--- src/hw/rtl/stt_pkg.sv ---
`timescale 1ns / 1ps
// ----------------------------------------------------------------------------
// stt_pkg
// Shared types, codes and keyword tables for the source text tokenizer.
// ----------------------------------------------------------------------------
package stt_pkg;

    localparam int KEYWORD_MAX_CHARS_DEF = 8;
    localparam int QUEUE_DEPTH_DEF = 8;
    localparam logic [15:0] MAX16 = 16'hFFFF;

    typedef enum logic [3:0] {
        M_IDLE      = 4'd0,
        M_NUM       = 4'd1,
        M_NUMDOT    = 4'd2,
        M_FRAC      = 4'd3,
        M_WORD      = 4'd4,
        M_STR       = 4'd5,
        M_STRESC    = 4'd6,
        M_OP        = 4'd7,
        M_LINECMT   = 4'd8,
        M_BLOCK     = 4'd9,
        M_BLOCKSTAR = 4'd10
    } scan_mode_t;

    localparam logic [5:0] K_IDENT   = 6'd0;
    localparam logic [5:0] K_INT     = 6'd13;
    localparam logic [5:0] K_FLOAT   = 6'd14;
    localparam logic [5:0] K_STRING  = 6'd15;
    localparam logic [5:0] K_PLUS    = 6'd16;
    localparam logic [5:0] K_MINUS   = 6'd17;
    localparam logic [5:0] K_STAR    = 6'd18;
    localparam logic [5:0] K_DIV     = 6'd19;
    localparam logic [5:0] K_MOD     = 6'd20;
    localparam logic [5:0] K_ASSIGN  = 6'd21;
    localparam logic [5:0] K_EQ      = 6'd22;
    localparam logic [5:0] K_NE      = 6'd23;
    localparam logic [5:0] K_LT      = 6'd24;
    localparam logic [5:0] K_LE      = 6'd25;
    localparam logic [5:0] K_GT      = 6'd26;
    localparam logic [5:0] K_GE      = 6'd27;
    localparam logic [5:0] K_AND     = 6'd28;
    localparam logic [5:0] K_OR      = 6'd29;
    localparam logic [5:0] K_NOT     = 6'd30;
    localparam logic [5:0] K_LPAREN  = 6'd31;
    localparam logic [5:0] K_RPAREN  = 6'd32;
    localparam logic [5:0] K_LBRACE  = 6'd33;
    localparam logic [5:0] K_RBRACE  = 6'd34;
    localparam logic [5:0] K_LBRACK  = 6'd35;
    localparam logic [5:0] K_RBRACK  = 6'd36;
    localparam logic [5:0] K_SEMI    = 6'd37;
    localparam logic [5:0] K_COMMA   = 6'd38;
    localparam logic [5:0] K_COLON   = 6'd39;
    localparam logic [5:0] K_DOT     = 6'd40;
    localparam logic [5:0] K_STRCHAR = 6'd41;
    localparam logic [5:0] K_ERROR   = 6'd42;
    localparam logic [5:0] K_EOF     = 6'd43;

    localparam logic [2:0] E_NONE     = 3'd0;
    localparam logic [2:0] E_UNTERM   = 3'd1;
    localparam logic [2:0] E_AMP      = 3'd2;
    localparam logic [2:0] E_BAR      = 3'd3;
    localparam logic [2:0] E_UNKNOWN  = 3'd4;

    localparam logic [2:0] OP_NONE = 3'd0;
    localparam logic [2:0] OP_EQ   = 3'd1;
    localparam logic [2:0] OP_BANG = 3'd2;
    localparam logic [2:0] OP_LT   = 3'd3;
    localparam logic [2:0] OP_GT   = 3'd4;
    localparam logic [2:0] OP_AMP  = 3'd5;
    localparam logic [2:0] OP_BAR  = 3'd6;
    localparam logic [2:0] OP_SLASH = 3'd7;

    typedef struct packed {
        logic       kind;
        logic [7:0] ch;
    } in_item_t;

    typedef struct packed {
        logic [5:0]  token_kind;
        logic [15:0] line_no;
        logic [15:0] column_no;
        logic [15:0] lexeme_length;
        logic [7:0]  char_value;
        logic [2:0]  error_code;
        logic        last;
    } out_item_t;

    // keyword text, first byte in the low bits
    localparam logic [63:0] KW_TEXT [12] = '{
        64'h0000_0000_0074_6E69, // int
        64'h0000_0074_616F_6C66, // float
        64'h0000_0000_6C6F_6F62, // bool
        64'h0000_676E_6972_7473, // string
        64'h0000_0000_0000_6669, // if
        64'h0000_0000_6573_6C65, // else
        64'h0000_0065_6C69_6877, // while
        64'h0000_0000_0072_6F66, // for
        64'h6E6F_6974_636E_7566, // function
        64'h0000_6E72_7574_6572, // return
        64'h0000_0000_6575_7274, // true
        64'h0000_0065_736C_6166  // false
    };
    localparam logic [3:0] KW_LEN [12] = '{
        4'd3, 4'd5, 4'd4, 4'd6, 4'd2, 4'd4, 4'd5, 4'd3, 4'd8, 4'd6, 4'd4, 4'd5
    };

    function automatic logic is_digit(input logic [7:0] c);
        return (c >= 8'h30) && (c <= 8'h39);
    endfunction

    function automatic logic is_alpha(input logic [7:0] c);
        return ((c >= 8'h61) && (c <= 8'h7A)) || ((c >= 8'h41) && (c <= 8'h5A))
            || (c == 8'h5F);
    endfunction

    function automatic logic [15:0] sat_inc(input logic [15:0] a);
        return (a == MAX16) ? MAX16 : a + 16'd1;
    endfunction

endpackage

--- src/hw/rtl/source_text_tokenizer.sv ---
`timescale 1ns / 1ps
// ----------------------------------------------------------------------------
// source_text_tokenizer
// Streaming lexer: source bytes in, tokens out.
// ----------------------------------------------------------------------------
// Usage:
//   s_valid/s_ready/s_item carry one source byte (kind 0) or the end mark
//   (kind 1) per request. m_valid/m_ready/m_item carry one token, decoded
//   string character or error per request; last flags the final result that
//   a request caused. Each byte may cause zero to three results.
//   A byte is scanned in the cycle it is accepted; its results are registered
//   in the output queue, which presents them at m_item. Throughput is one byte
//   per cycle while s_ready is high; scan state feeds back combinationally.
//   A queue of QUEUE_DEPTH results takes the bursts; s_ready drops only when
//   fewer than three free slots remain, i.e. when the receiver stalls long
//   enough to fill it. Reset empties the queue and returns the scanner to
//   line 1, column 1. After the end of file result the scanner restarts at
//   reset values.
// ----------------------------------------------------------------------------
module source_text_tokenizer #(
    parameter int KEYWORD_MAX_CHARS = stt_pkg::KEYWORD_MAX_CHARS_DEF,
    parameter int QUEUE_DEPTH = stt_pkg::QUEUE_DEPTH_DEF
) (
    input  logic               aclk,
    input  logic               aresetn,
    input  logic               s_valid,
    output logic               s_ready,
    input  stt_pkg::in_item_t  s_item,
    output logic               m_valid,
    input  logic               m_ready,
    output stt_pkg::out_item_t m_item
);
    import stt_pkg::*;

    scan_mode_t   mode_reg, mode_next;
    logic [15:0]  line_reg, line_next;
    logic [15:0]  col_reg, col_next;
    logic [15:0]  scol_reg, scol_next;
    logic [15:0]  tlen_reg, tlen_next;
    logic [2:0]   pop_reg, pop_next;
    logic [63:0]  word_reg, word_next;

    out_item_t    res [3];
    logic [1:0]   n;
    logic         accept;

    assign accept = s_valid && s_ready;

    function automatic logic [5:0] word_kind(input logic [63:0] w, input logic [15:0] len);
        logic [5:0] k;
        k = K_IDENT;
        if (len <= 16'(KEYWORD_MAX_CHARS)) begin
            for (int i = 0; i < 12; i++) begin
                if ((16'(KW_LEN[i]) == len) && (KW_TEXT[i] == w)) k = 6'(i + 1);
            end
        end
        return k;
    endfunction

    function automatic out_item_t mk(input logic [5:0] k, input logic [15:0] l,
                                     input logic [15:0] c, input logic [15:0] len,
                                     input logic [7:0] chv, input logic [2:0] e);
        out_item_t r;
        r.token_kind = k; r.line_no = l; r.column_no = c; r.lexeme_length = len;
        r.char_value = chv; r.error_code = e; r.last = 1'b0;
        return r;
    endfunction

    always_comb begin
        logic [7:0]  c;
        logic        to_idle;
        logic [2:0]  op;
        logic [5:0]  single;
        logic [15:0] col0, line_cur, col_cur;
        out_item_t   r [3];
        logic [1:0]  k;

        c = s_item.ch;
        to_idle = 1'b0;
        op = OP_NONE;
        single = '0;
        k = '0;
        col0 = col_reg;
        line_cur = line_reg;
        col_cur = col_reg;
        for (int i = 0; i < 3; i++) r[i] = mk('0, '0, '0, '0, '0, E_NONE);
        mode_next = mode_reg; line_next = line_reg; col_next = col_reg;
        scol_next = scol_reg; tlen_next = tlen_reg; pop_next = pop_reg;
        word_next = word_reg;

        if (s_item.kind) begin
            unique case (mode_reg)
                M_NUM: begin
                    r[k] = mk(K_INT, line_reg, scol_reg, tlen_reg, 8'd0, E_NONE); k++;
                end
                M_NUMDOT: begin
                    r[k] = mk(K_INT, line_reg, scol_reg, tlen_reg, 8'd0, E_NONE); k++;
                    r[k] = mk(K_DOT, line_reg, (col_reg == MAX16) ? MAX16 : col_reg - 16'd1,
                              16'd1, 8'd0, E_NONE); k++;
                end
                M_FRAC: begin
                    r[k] = mk(K_FLOAT, line_reg, scol_reg, tlen_reg, 8'd0, E_NONE); k++;
                end
                M_WORD: begin
                    r[k] = mk(word_kind(word_reg, tlen_reg), line_reg, scol_reg, tlen_reg,
                              8'd0, E_NONE);
                    k++;
                end
                M_STR, M_STRESC: begin
                    r[k] = mk(K_ERROR, line_reg, scol_reg, 16'd0, 8'd0, E_UNTERM); k++;
                end
                M_OP: begin
                    if (pop_reg == OP_AMP) begin
                        r[k] = mk(K_ERROR, line_reg, scol_reg, 16'd0, 8'd0, E_AMP); k++;
                    end else if (pop_reg == OP_BAR) begin
                        r[k] = mk(K_ERROR, line_reg, scol_reg, 16'd0, 8'd0, E_BAR); k++;
                    end else if (pop_reg != OP_NONE) begin
                        case (pop_reg)
                            OP_EQ:   single = K_ASSIGN;
                            OP_BANG: single = K_NOT;
                            OP_LT:   single = K_LT;
                            OP_GT:   single = K_GT;
                            default: single = K_DIV;
                        endcase
                        r[k] = mk(single, line_reg, scol_reg, 16'd1, 8'd0, E_NONE); k++;
                    end
                end
                default: ;
            endcase
            r[k] = mk(K_EOF, line_reg, col_reg, 16'd0, 8'd0, E_NONE); k++;
            mode_next = M_IDLE; line_next = 16'd1; col_next = 16'd1; scol_next = 16'd1;
            tlen_next = '0; pop_next = OP_NONE; word_next = '0;
        end else begin
            // advance position for this byte
            if (c == 8'h0A) begin
                line_cur = sat_inc(line_reg); col_cur = 16'd1;
            end else begin
                line_cur = line_reg; col_cur = sat_inc(col_reg);
            end
            unique case (mode_reg)
                M_NUM: begin
                    if (is_digit(c)) begin
                        line_next = line_cur; col_next = col_cur; tlen_next = sat_inc(tlen_reg);
                    end else if (c == 8'h2E) begin
                        line_next = line_cur; col_next = col_cur; mode_next = M_NUMDOT;
                    end else to_idle = 1'b1;
                end
                M_NUMDOT: begin
                    if (is_digit(c)) begin
                        line_next = line_cur; col_next = col_cur; mode_next = M_FRAC;
                        tlen_next = (tlen_reg >= 16'hFFFD) ? MAX16 : tlen_reg + 16'd2;
                    end else to_idle = 1'b1;
                end
                M_FRAC: begin
                    if (is_digit(c)) begin
                        line_next = line_cur; col_next = col_cur; tlen_next = sat_inc(tlen_reg);
                    end else to_idle = 1'b1;
                end
                M_WORD: begin
                    if (is_alpha(c) || is_digit(c)) begin
                        for (int j = 0; j < 8; j++) begin
                            if ((tlen_reg == 16'(j)) && (j < KEYWORD_MAX_CHARS))
                                word_next[8*j +: 8] = word_reg[8*j +: 8] | c;
                        end
                        line_next = line_cur; col_next = col_cur; tlen_next = sat_inc(tlen_reg);
                    end else to_idle = 1'b1;
                end
                M_STR: begin
                    line_next = line_cur; col_next = col_cur; tlen_next = sat_inc(tlen_reg);
                    if (c == 8'h22) begin
                        r[k] = mk(K_STRING, line_cur, scol_reg, sat_inc(tlen_reg), 8'd0,
                                  E_NONE);
                        k++;
                        mode_next = M_IDLE;
                    end else if (c == 8'h5C) begin
                        mode_next = M_STRESC;
                    end else begin
                        r[k] = mk(K_STRCHAR, line_cur, scol_reg, 16'd0, c, E_NONE); k++;
                    end
                end
                M_STRESC: begin
                    line_next = line_cur; col_next = col_cur; tlen_next = sat_inc(tlen_reg);
                    r[k] = mk(K_STRCHAR, line_cur, scol_reg, 16'd0,
                              (c == 8'h6E) ? 8'd10 : ((c == 8'h74) ? 8'd9 : c), E_NONE);
                    k++;
                    mode_next = M_STR;
                end
                M_OP: begin
                    if ((pop_reg == OP_SLASH) && ((c == 8'h2F) || (c == 8'h2A))) begin
                        line_next = line_cur; col_next = col_cur; pop_next = OP_NONE;
                        mode_next = (c == 8'h2F) ? M_LINECMT : M_BLOCKSTAR;
                    end else if (((pop_reg >= OP_EQ) && (pop_reg <= OP_GT) && (c == 8'h3D)) ||
                                 ((pop_reg == OP_AMP) && (c == 8'h26)) ||
                                 ((pop_reg == OP_BAR) && (c == 8'h7C))) begin
                        case (pop_reg)
                            OP_EQ:   single = K_EQ;
                            OP_BANG: single = K_NE;
                            OP_LT:   single = K_LE;
                            OP_GT:   single = K_GE;
                            OP_AMP:  single = K_AND;
                            default: single = K_OR;
                        endcase
                        line_next = line_cur; col_next = col_cur;
                        r[k] = mk(single, line_cur, scol_reg, 16'd2, 8'd0, E_NONE); k++;
                        mode_next = M_IDLE; pop_next = OP_NONE;
                    end else to_idle = 1'b1;
                end
                M_LINECMT: begin
                    line_next = line_cur; col_next = col_cur;
                    if (c == 8'h0A) mode_next = M_IDLE;
                end
                M_BLOCK: begin
                    line_next = line_cur; col_next = col_cur;
                    if (c == 8'h2A) mode_next = M_BLOCKSTAR;
                end
                M_BLOCKSTAR: begin
                    line_next = line_cur; col_next = col_cur;
                    if (c == 8'h2F) mode_next = M_IDLE;
                    else if (c != 8'h2A) mode_next = M_BLOCK;
                end
                default: to_idle = 1'b1;
            endcase

            if (to_idle) begin
                // flush the pending token; position is still before this byte
                unique case (mode_reg)
                    M_NUM: begin
                        r[k] = mk(K_INT, line_reg, scol_reg, tlen_reg, 8'd0, E_NONE); k++;
                    end
                    M_NUMDOT: begin
                        r[k] = mk(K_INT, line_reg, scol_reg, tlen_reg, 8'd0, E_NONE); k++;
                        r[k] = mk(K_DOT, line_reg, (col_reg == MAX16) ? MAX16 : col_reg - 16'd1,
                                  16'd1, 8'd0, E_NONE); k++;
                    end
                    M_FRAC: begin
                        r[k] = mk(K_FLOAT, line_reg, scol_reg, tlen_reg, 8'd0, E_NONE); k++;
                    end
                    M_WORD: begin
                        r[k] = mk(word_kind(word_reg, tlen_reg), line_reg, scol_reg, tlen_reg,
                                  8'd0, E_NONE);
                        k++;
                    end
                    M_OP: begin
                        if (pop_reg == OP_AMP) begin
                            r[k] = mk(K_ERROR, line_reg, scol_reg, 16'd0, 8'd0, E_AMP); k++;
                        end else if (pop_reg == OP_BAR) begin
                            r[k] = mk(K_ERROR, line_reg, scol_reg, 16'd0, 8'd0, E_BAR); k++;
                        end else if (pop_reg != OP_NONE) begin
                            case (pop_reg)
                                OP_EQ:   single = K_ASSIGN;
                                OP_BANG: single = K_NOT;
                                OP_LT:   single = K_LT;
                                OP_GT:   single = K_GT;
                                default: single = K_DIV;
                            endcase
                            r[k] = mk(single, line_reg, scol_reg, 16'd1, 8'd0, E_NONE); k++;
                        end
                    end
                    default: ;
                endcase
                // scan this byte from idle
                col0 = col_reg;
                line_next = line_cur; col_next = col_cur;
                scol_next = col0; tlen_next = 16'd1;
                mode_next = M_IDLE; pop_next = OP_NONE;
                op = OP_NONE; single = '0;
                case (c)
                    8'h20, 8'h0D, 8'h09, 8'h0A: ;
                    8'h22: ;
                    8'h3D: op = OP_EQ;
                    8'h21: op = OP_BANG;
                    8'h3C: op = OP_LT;
                    8'h3E: op = OP_GT;
                    8'h26: op = OP_AMP;
                    8'h7C: op = OP_BAR;
                    8'h2F: op = OP_SLASH;
                    8'h2B: single = K_PLUS;
                    8'h2D: single = K_MINUS;
                    8'h2A: single = K_STAR;
                    8'h25: single = K_MOD;
                    8'h28: single = K_LPAREN;
                    8'h29: single = K_RPAREN;
                    8'h7B: single = K_LBRACE;
                    8'h7D: single = K_RBRACE;
                    8'h5B: single = K_LBRACK;
                    8'h5D: single = K_RBRACK;
                    8'h3B: single = K_SEMI;
                    8'h2C: single = K_COMMA;
                    8'h3A: single = K_COLON;
                    8'h2E: single = K_DOT;
                    default: ;
                endcase
                if ((c == 8'h20) || (c == 8'h0D) || (c == 8'h09) || (c == 8'h0A)) begin
                    tlen_next = '0;
                end else if (c == 8'h22) begin
                    mode_next = M_STR;
                end else if (op != OP_NONE) begin
                    mode_next = M_OP; pop_next = op;
                end else if (single != '0) begin
                    r[k] = mk(single, line_cur, col0, 16'd1, 8'd0, E_NONE); k++;
                end else if (is_digit(c)) begin
                    mode_next = M_NUM;
                end else if (is_alpha(c)) begin
                    mode_next = M_WORD; word_next = {56'd0, c};
                end else begin
                    r[k] = mk(K_ERROR, line_cur, col0, 16'd0, 8'd0, E_UNKNOWN); k++;
                end
            end
        end
        if (k != '0) r[k - 2'd1].last = 1'b1;
        res = r;
        n = k;
    end

    always_ff @(posedge aclk) begin
        if (!aresetn) begin
            mode_reg <= M_IDLE;
            line_reg <= 16'd1;
            col_reg  <= 16'd1;
            scol_reg <= 16'd1;
            tlen_reg <= '0;
            pop_reg  <= OP_NONE;
            word_reg <= '0;
        end else if (accept) begin
            mode_reg <= mode_next;
            line_reg <= line_next;
            col_reg  <= col_next;
            scol_reg <= scol_next;
            tlen_reg <= tlen_next;
            pop_reg  <= pop_next;
            word_reg <= word_next;
        end
    end

    logic room;

    stt_out_queue #(
        .DEPTH(QUEUE_DEPTH)
    ) u_queue (
        .aclk       (aclk),
        .aresetn    (aresetn),
        .push_count (accept ? n : 2'd0),
        .push_item  (res),
        .room       (room),
        .m_item     (m_item),
        .m_valid    (m_valid),
        .m_ready    (m_ready)
    );

    assign s_ready = room;

endmodule

--- src/hw/rtl/stt_out_queue.sv ---
`timescale 1ns / 1ps
// ----------------------------------------------------------------------------
// stt_out_queue
// Result queue: takes up to three results in one cycle, drains one per cycle while m_ready is high.
// ----------------------------------------------------------------------------
module stt_out_queue #(
    parameter int DEPTH = stt_pkg::QUEUE_DEPTH_DEF
) (
    input  logic                aclk,
    input  logic                aresetn,
    input  logic [1:0]          push_count,
    input  stt_pkg::out_item_t  push_item [3],
    output logic                room,
    output stt_pkg::out_item_t  m_item,
    output logic                m_valid,
    input  logic                m_ready
);
    import stt_pkg::*;

    localparam int AW = $clog2(DEPTH);

    out_item_t           mem_reg [DEPTH];
    logic [AW-1:0]       wptr_reg, rptr_reg;
    logic [AW:0]         count_reg, count_next;
    logic                pop;

    assign m_valid = (count_reg != '0);
    assign m_item  = mem_reg[rptr_reg];
    assign pop     = m_valid && m_ready;
    // room for a full burst of three in this cycle
    assign room    = (count_reg <= (AW+1)'(DEPTH - 3));

    always_comb begin
        count_next = count_reg + (AW+1)'(push_count) - (AW+1)'(pop);
    end

    always_ff @(posedge aclk) begin
        if (!aresetn) begin
            wptr_reg  <= '0;
            rptr_reg  <= '0;
            count_reg <= '0;
        end else begin
            wptr_reg  <= wptr_reg + AW'(push_count);
            rptr_reg  <= rptr_reg + AW'(pop);
            count_reg <= count_next;
        end
    end

    always_ff @(posedge aclk) begin
        for (int i = 0; i < 3; i++) begin
            if (2'(i) < push_count) begin
                mem_reg[wptr_reg + AW'(i)] <= push_item[i];
            end
        end
    end

endmodule

--- config.mk ---
export PLATFORM = sky130hd
export DESIGN_NAME = source_text_tokenizer
export DESIGN_NICKNAME = d
export VERILOG_FILES = /design/src/hw/rtl/stt_pkg.sv /design/src/hw/rtl/source_text_tokenizer.sv /design/src/hw/rtl/stt_out_queue.sv
export SDC_FILE = /design/constraint.sdc
export NUM_CORES = 2
export LEC_CHECK = 0
export ABC_AREA = 1
export BUFFER_PORTS_ARGS = -buffer_cell sky130_fd_sc_hd__buf_2
export CELL_PAD_IN_SITES_DETAIL_PLACEMENT = 1
export CELL_PAD_IN_SITES_GLOBAL_PLACEMENT = 2
export CORE_MARGIN = 2
export CORE_UTILIZATION = 40
export DETAILED_ROUTE_END_ITERATION = 8
export PLACE_DENSITY = 0.86
export SYNTH_ARGS = -nofsm -noshare
export SYNTH_HDL_FRONTEND = slang
export SYNTH_SLANG_ARGS = --single-unit
--- constraint.sdc ---
create_clock -name aclk -period 12.7 [get_ports aclk]
set_input_delay 2.54 -clock aclk [delete_from_list [all_inputs] [get_ports aclk]]
set_output_delay 2.54 -clock aclk [all_outputs]
set_load 0.02 [all_outputs]
==> flow_summary.rst <==
.. list-table::
   :header-rows: 1

   * - Metric
     - Value
   * - Status
     - finished with violations
   * - Failing checks
     - max-capacitance violations
   * - Top_reg_cell synth
     - sky130_fd_sc_hd__edfxtp_1
   * - Clock tree from TritonCTS
     - done
   * - Area of the core
     - 107000 um^2
   * - EDFF count, synth
     - 528
   * - Final cell utilization of the core
     - 44.1%
   * - Antenna violations before repair
     - 1
   * - Count of cells along the worst hold path
     - 1
   * - Shortest period the worst path allows
     - a little over 8 ns
   * - Setup Fix Bufs, Post-CTS
     - 0
   * - Post-route standard cell area excluding fillers
     - ~47000 um^2
   * - Number of distinct library cells after synthesis
     - 59
   * - Worst setup startpoint
     - s_item[1]
   * - Drt pass-1 iters
     - 7
   * - First-pass GRT wire length
     - around 280000 um
   * - Clk Tree Root Cell
     - sky130_fd_sc_hd__clkbuf_16
   * - Number of max-capacitance violations reported
     - 1
   * - Pin count of the biggest net entering global routing
     - ~130
   * - Unrepaired setup endpoints after global routing
     - false
   * - Final HPWL DP
     - ~120000 um
   * - Total nets after synthesis
     - around 6100
   * - Final max-slew violation count
     - 0
   * - Area fraction in and, or, nand and nor cells after synthesis
     - 31.3%
   * - Number of violations reported at the end of detailed-routing iteration 0
     - about 4300
   * - Die X
     - around 330 um
   * - Arrival time worst endpoint
     - between 8 and 9 ns
   * - Overall track demand over capacity in global routing
     - roughly a third
   * - Vias post-DR
     - ~45000
   * - Htree depth
     - 3
   * - Die outline height
     - roughly 330 um
   * - Number of flip-flops in the largest register
     - between 500 and 600
   * - Sequential-to-total area share from yosys stat
     - between 40 and 50%
   * - Hold bufs inserted after CTS
     - 0
   * - Number of filler cells placed in the layout
     - 13501
   * - Vias in the first global route
     - 43975
   * - Worst Hold Margin
     - 0.461 ns
   * - Critical path class
     - primary input to flop
   * - Setup crit start kind
     - primary input
   * - Actual transition at the worst max-transition pin
     - roughly 1.5 ns
   * - Type of the tightest min-delay check
     - flop to flop
   * - Remaining routing DRC violations
     - 0
   * - Reg2Reg Launch Point
     - mode_reg[0]
   * - DIE AREA
     - between 100000 and 150000 um^2
   * - CTS Sinks
     - between 600 and 700
   * - Synthesized flop and latch total
     - 673
   * - Synth Area in Compound Gates
     - 15.6%
   * - Post-synth design cell area
     - around 43000 um^2
   * - Total Routed Length
     - about 190000 um
   * - Setup TNS
     - 0 ns
   * - Hold worst-path end
     - word_reg[47]
   * - Num ports
     - 81
   * - Post-synthesis async set-or-reset flop share
     - 0%
   * - Clock buffers created by TritonCTS
     - 81
   * - Final period util
     - 64.9%
   * - Clk Latency, worst-skew pair
     - between 0.6 and 0.7 ns
   * - Total Nets Final
     - roughly 6000
   * - Count of cells resized by post-cts repair
     - 0
   * - Leakage component of the power
     - ~19 nW
   * - Buffer depth of the longest clock path
     - 3
   * - Via count normalized by instance count
     - between 6 and 7
   * - Sequential cell area
     - roughly 19000 um^2
   * - Clock-pin slew on the worst setup and hold paths
     - 0.06 ns
   * - Worst clock skew
     - 0.0293 ns
   * - Drt wl/cell
     - between 20 and 30 um
   * - Reg2reg setup slack
     - just over 6 ns
   * - Multi-input combinational cell area
     - 21300 um^2
   * - Layout Area Growth over Synthesis
     - 9.16%
   * - Starting density of the core
     - 40.4%
   * - Gp weighted congestion
     - roughly 0.93
   * - Yosys warnings
     - 0
   * - Length in cells of the worst reg-to-reg path
     - 25
   * - Kind of end point of the critical path
     - flop
   * - Portion of netlist area occupied by mux cells
     - 0%
   * - Setup-violating endpoint count in the final report
     - 0
   * - Adder-cell share of the synthesized area
     - less than 1%
   * - Antenna Violating Nets Remaining
     - 0
   * - Setup Slack @ Placement
     - around 3.9 ns
   * - Dominant combinational cell family by area after synthesis
     - simple AND/OR/NAND/NOR gates
   * - Hold_sp
     - word_reg[47]
   * - Avg Cell Area, Syn
     - about 7 um^2
   * - Proportion of layout cells with a drive suffix above 1
     - between 7 and 8%
   * - Worst VDD drop
     - about 110 uV
   * - Critical path fanouts, max
     - 67
   * - Critical Path RT
     - about 13 ns
   * - Area after detailed placement
     - ~44000 um^2
   * - Xor/xnor share of the synthesized area
     - less than 1%
   * - PD cells
     - roughly 190 nW/um^2
   * - Worst slew margin relative to its limit
     - 0.612%
   * - Maximum frequency from static timing analysis
     - around 120 MHz
   * - Least setup slack across all paths after layout
     - 4.46 ns
   * - R2r endpoint
     - u_queue.mem_reg[5][6]
   * - Number of placement rows
     - 120
   * - Post-Synthesis Cells
     - roughly 6100
   * - Total global routing overflow
     - 0
   * - Input/output buffers
     - 80
   * - Final count of hold timing violations
     - 0
## area by class of cell
type | count | share of cell area [%]
well taps | 1403 | 3.71
inverters | 437 | 3.50
multi-input cells | 4575 | 45.0
repair buffers | 163 | 2.20
clock inverters | 49 | 1.33
diodes | 1 | 0.00529
clock buffers | 99 | 4.62
flip-flops and latches | 673 | 39.7
## cell families after synthesis
family          Yosys count
compound gates         1237
buf+inv                 859
xor+xnor                 43
fa+ha+maj                25
flops                   673
simple gates           3270
## metal layers
metal	up-vias	track usage [%]	routed length, um
met5	-	0	0
met4	0	11.2	6660
met3	363	5.77	16200
met2	1864	52.0	83300
met1	22066	46.3	82400
li1	20217	-	-
## worst max path at each step
stage / endpoint / slack (ns) / cells past startpoint
after floorplan: u_queue.mem_reg[4][0] / 4.83 / 26
after global routing: u_queue.mem_reg[5][6] / 4.08 / 26
final: u_queue.mem_reg[5][6] / 4.46 / 26
after CTS: u_queue.mem_reg[5][10] / 4.57 / 25
after detailed placement: u_queue.mem_reg[5][20] / 3.88 / 25
after global placement: u_queue.mem_reg[5][5] / 3.93 / 26
## stage by stage
| step | std cells | power, mW |
|---|---|---|
| after CTS | 7399 | 9.09 |
| final | 7400 | 9.14 |
| after global routing | 7399 | 9.54 |
| after global placement | 7251 | 6.50 |
| after floorplan | 6107 | 5.25 |
| after detailed placement | 7251 | 6.59 |
## synthesized netlist by cell type, types with 47 or more instances
| master | count | area (um^2) |
|---|---|---|
| sky130_fd_sc_hd__edfxtp_1 | 528 | 15900 |
| sky130_fd_sc_hd__o21ai_0 | 537 | 2690 |
| sky130_fd_sc_hd__clkbuf_1 | 251 | 942 |
| sky130_fd_sc_hd__nor2_1 | 770 | 2890 |
| sky130_fd_sc_hd__nand3_1 | 574 | 2870 |
| sky130_fd_sc_hd__dfxtp_1 | 145 | 2900 |
| sky130_fd_sc_hd__o22ai_1 | 90 | 563 |
| sky130_fd_sc_hd__buf_2 | 104 | 521 |
| sky130_fd_sc_hd__inv_2 | 47 | 176 |
| sky130_fd_sc_hd__a21oi_1 | 282 | 1410 |
| sky130_fd_sc_hd__inv_1 | 377 | 1420 |
| sky130_fd_sc_hd__nor3_1 | 145 | 726 |
| sky130_fd_sc_hd__a31oi_1 | 79 | 494 |
| sky130_fd_sc_hd__o21ai_1 | 125 | 626 |
| sky130_fd_sc_hd__nand2_1 | 1675 | 6290 |
## cell usage in the layout (no fill, tap or decap), types with 83 or more instances in the layout
cell / instances
sky130_fd_sc_hd__o21ai_0: 537
sky130_fd_sc_hd__dfxtp_1: 143
sky130_fd_sc_hd__inv_1: 374
sky130_fd_sc_hd__nand3_1: 565
sky130_fd_sc_hd__buf_4: 83
sky130_fd_sc_hd__nand2_1: 1673
sky130_fd_sc_hd__a21oi_1: 281
sky130_fd_sc_hd__o21ai_1: 125
sky130_fd_sc_hd__nor3_1: 144
sky130_fd_sc_hd__edfxtp_1: 528
sky130_fd_sc_hd__nor2_1: 763
sky130_fd_sc_hd__o22ai_1: 90
## critical path: stages
cell                      delay, ns
sky130_fd_sc_hd__buf_2         0.17
sky130_fd_sc_hd__inv_2         0.20
sky130_fd_sc_hd__nand2_1       0.16
sky130_fd_sc_hd__nor2_2        0.20
sky130_fd_sc_hd__inv_2         0.05
sky130_fd_sc_hd__nor2_1        0.18
sky130_fd_sc_hd__nor2_1        0.13
sky130_fd_sc_hd__nor2_4        0.15
sky130_fd_sc_hd__nand2_4       0.20
sky130_fd_sc_hd__ha_1          0.35
sky130_fd_sc_hd__inv_1         0.03
sky130_fd_sc_hd__nor2_1        0.09
sky130_fd_sc_hd__nand3_1       0.08
sky130_fd_sc_hd__nand3_1       0.09
sky130_fd_sc_hd__nand2_1       0.12
sky130_fd_sc_hd__ha_1          0.30
sky130_fd_sc_hd__nand2_1       0.08
sky130_fd_sc_hd__nand3_2       0.09
sky130_fd_sc_hd__nand2_2       0.16
sky130_fd_sc_hd__nand2_4       0.08
sky130_fd_sc_hd__inv_6         0.49
sky130_fd_sc_hd__buf_4         0.58
sky130_fd_sc_hd__buf_4         0.67
sky130_fd_sc_hd__nand2_2       0.17
sky130_fd_sc_hd__nand3_4       0.45
sky130_fd_sc_hd__buf_4         0.56
## power breakdown
part | internal [mW] | switching [mW] | total [mW] | leakage (nW)
clock | 1.46 | 1.05 | 2.51 | 1.36
sequential | 2.85 | 0.151 | 3.00 | 6.02
combinational | 0.848 | 2.78 | 3.63 | 11.7
total | 5.15 | 3.98 | 9.14 | 19.1
No activity file was read; power rests on OpenSTA's default activity.
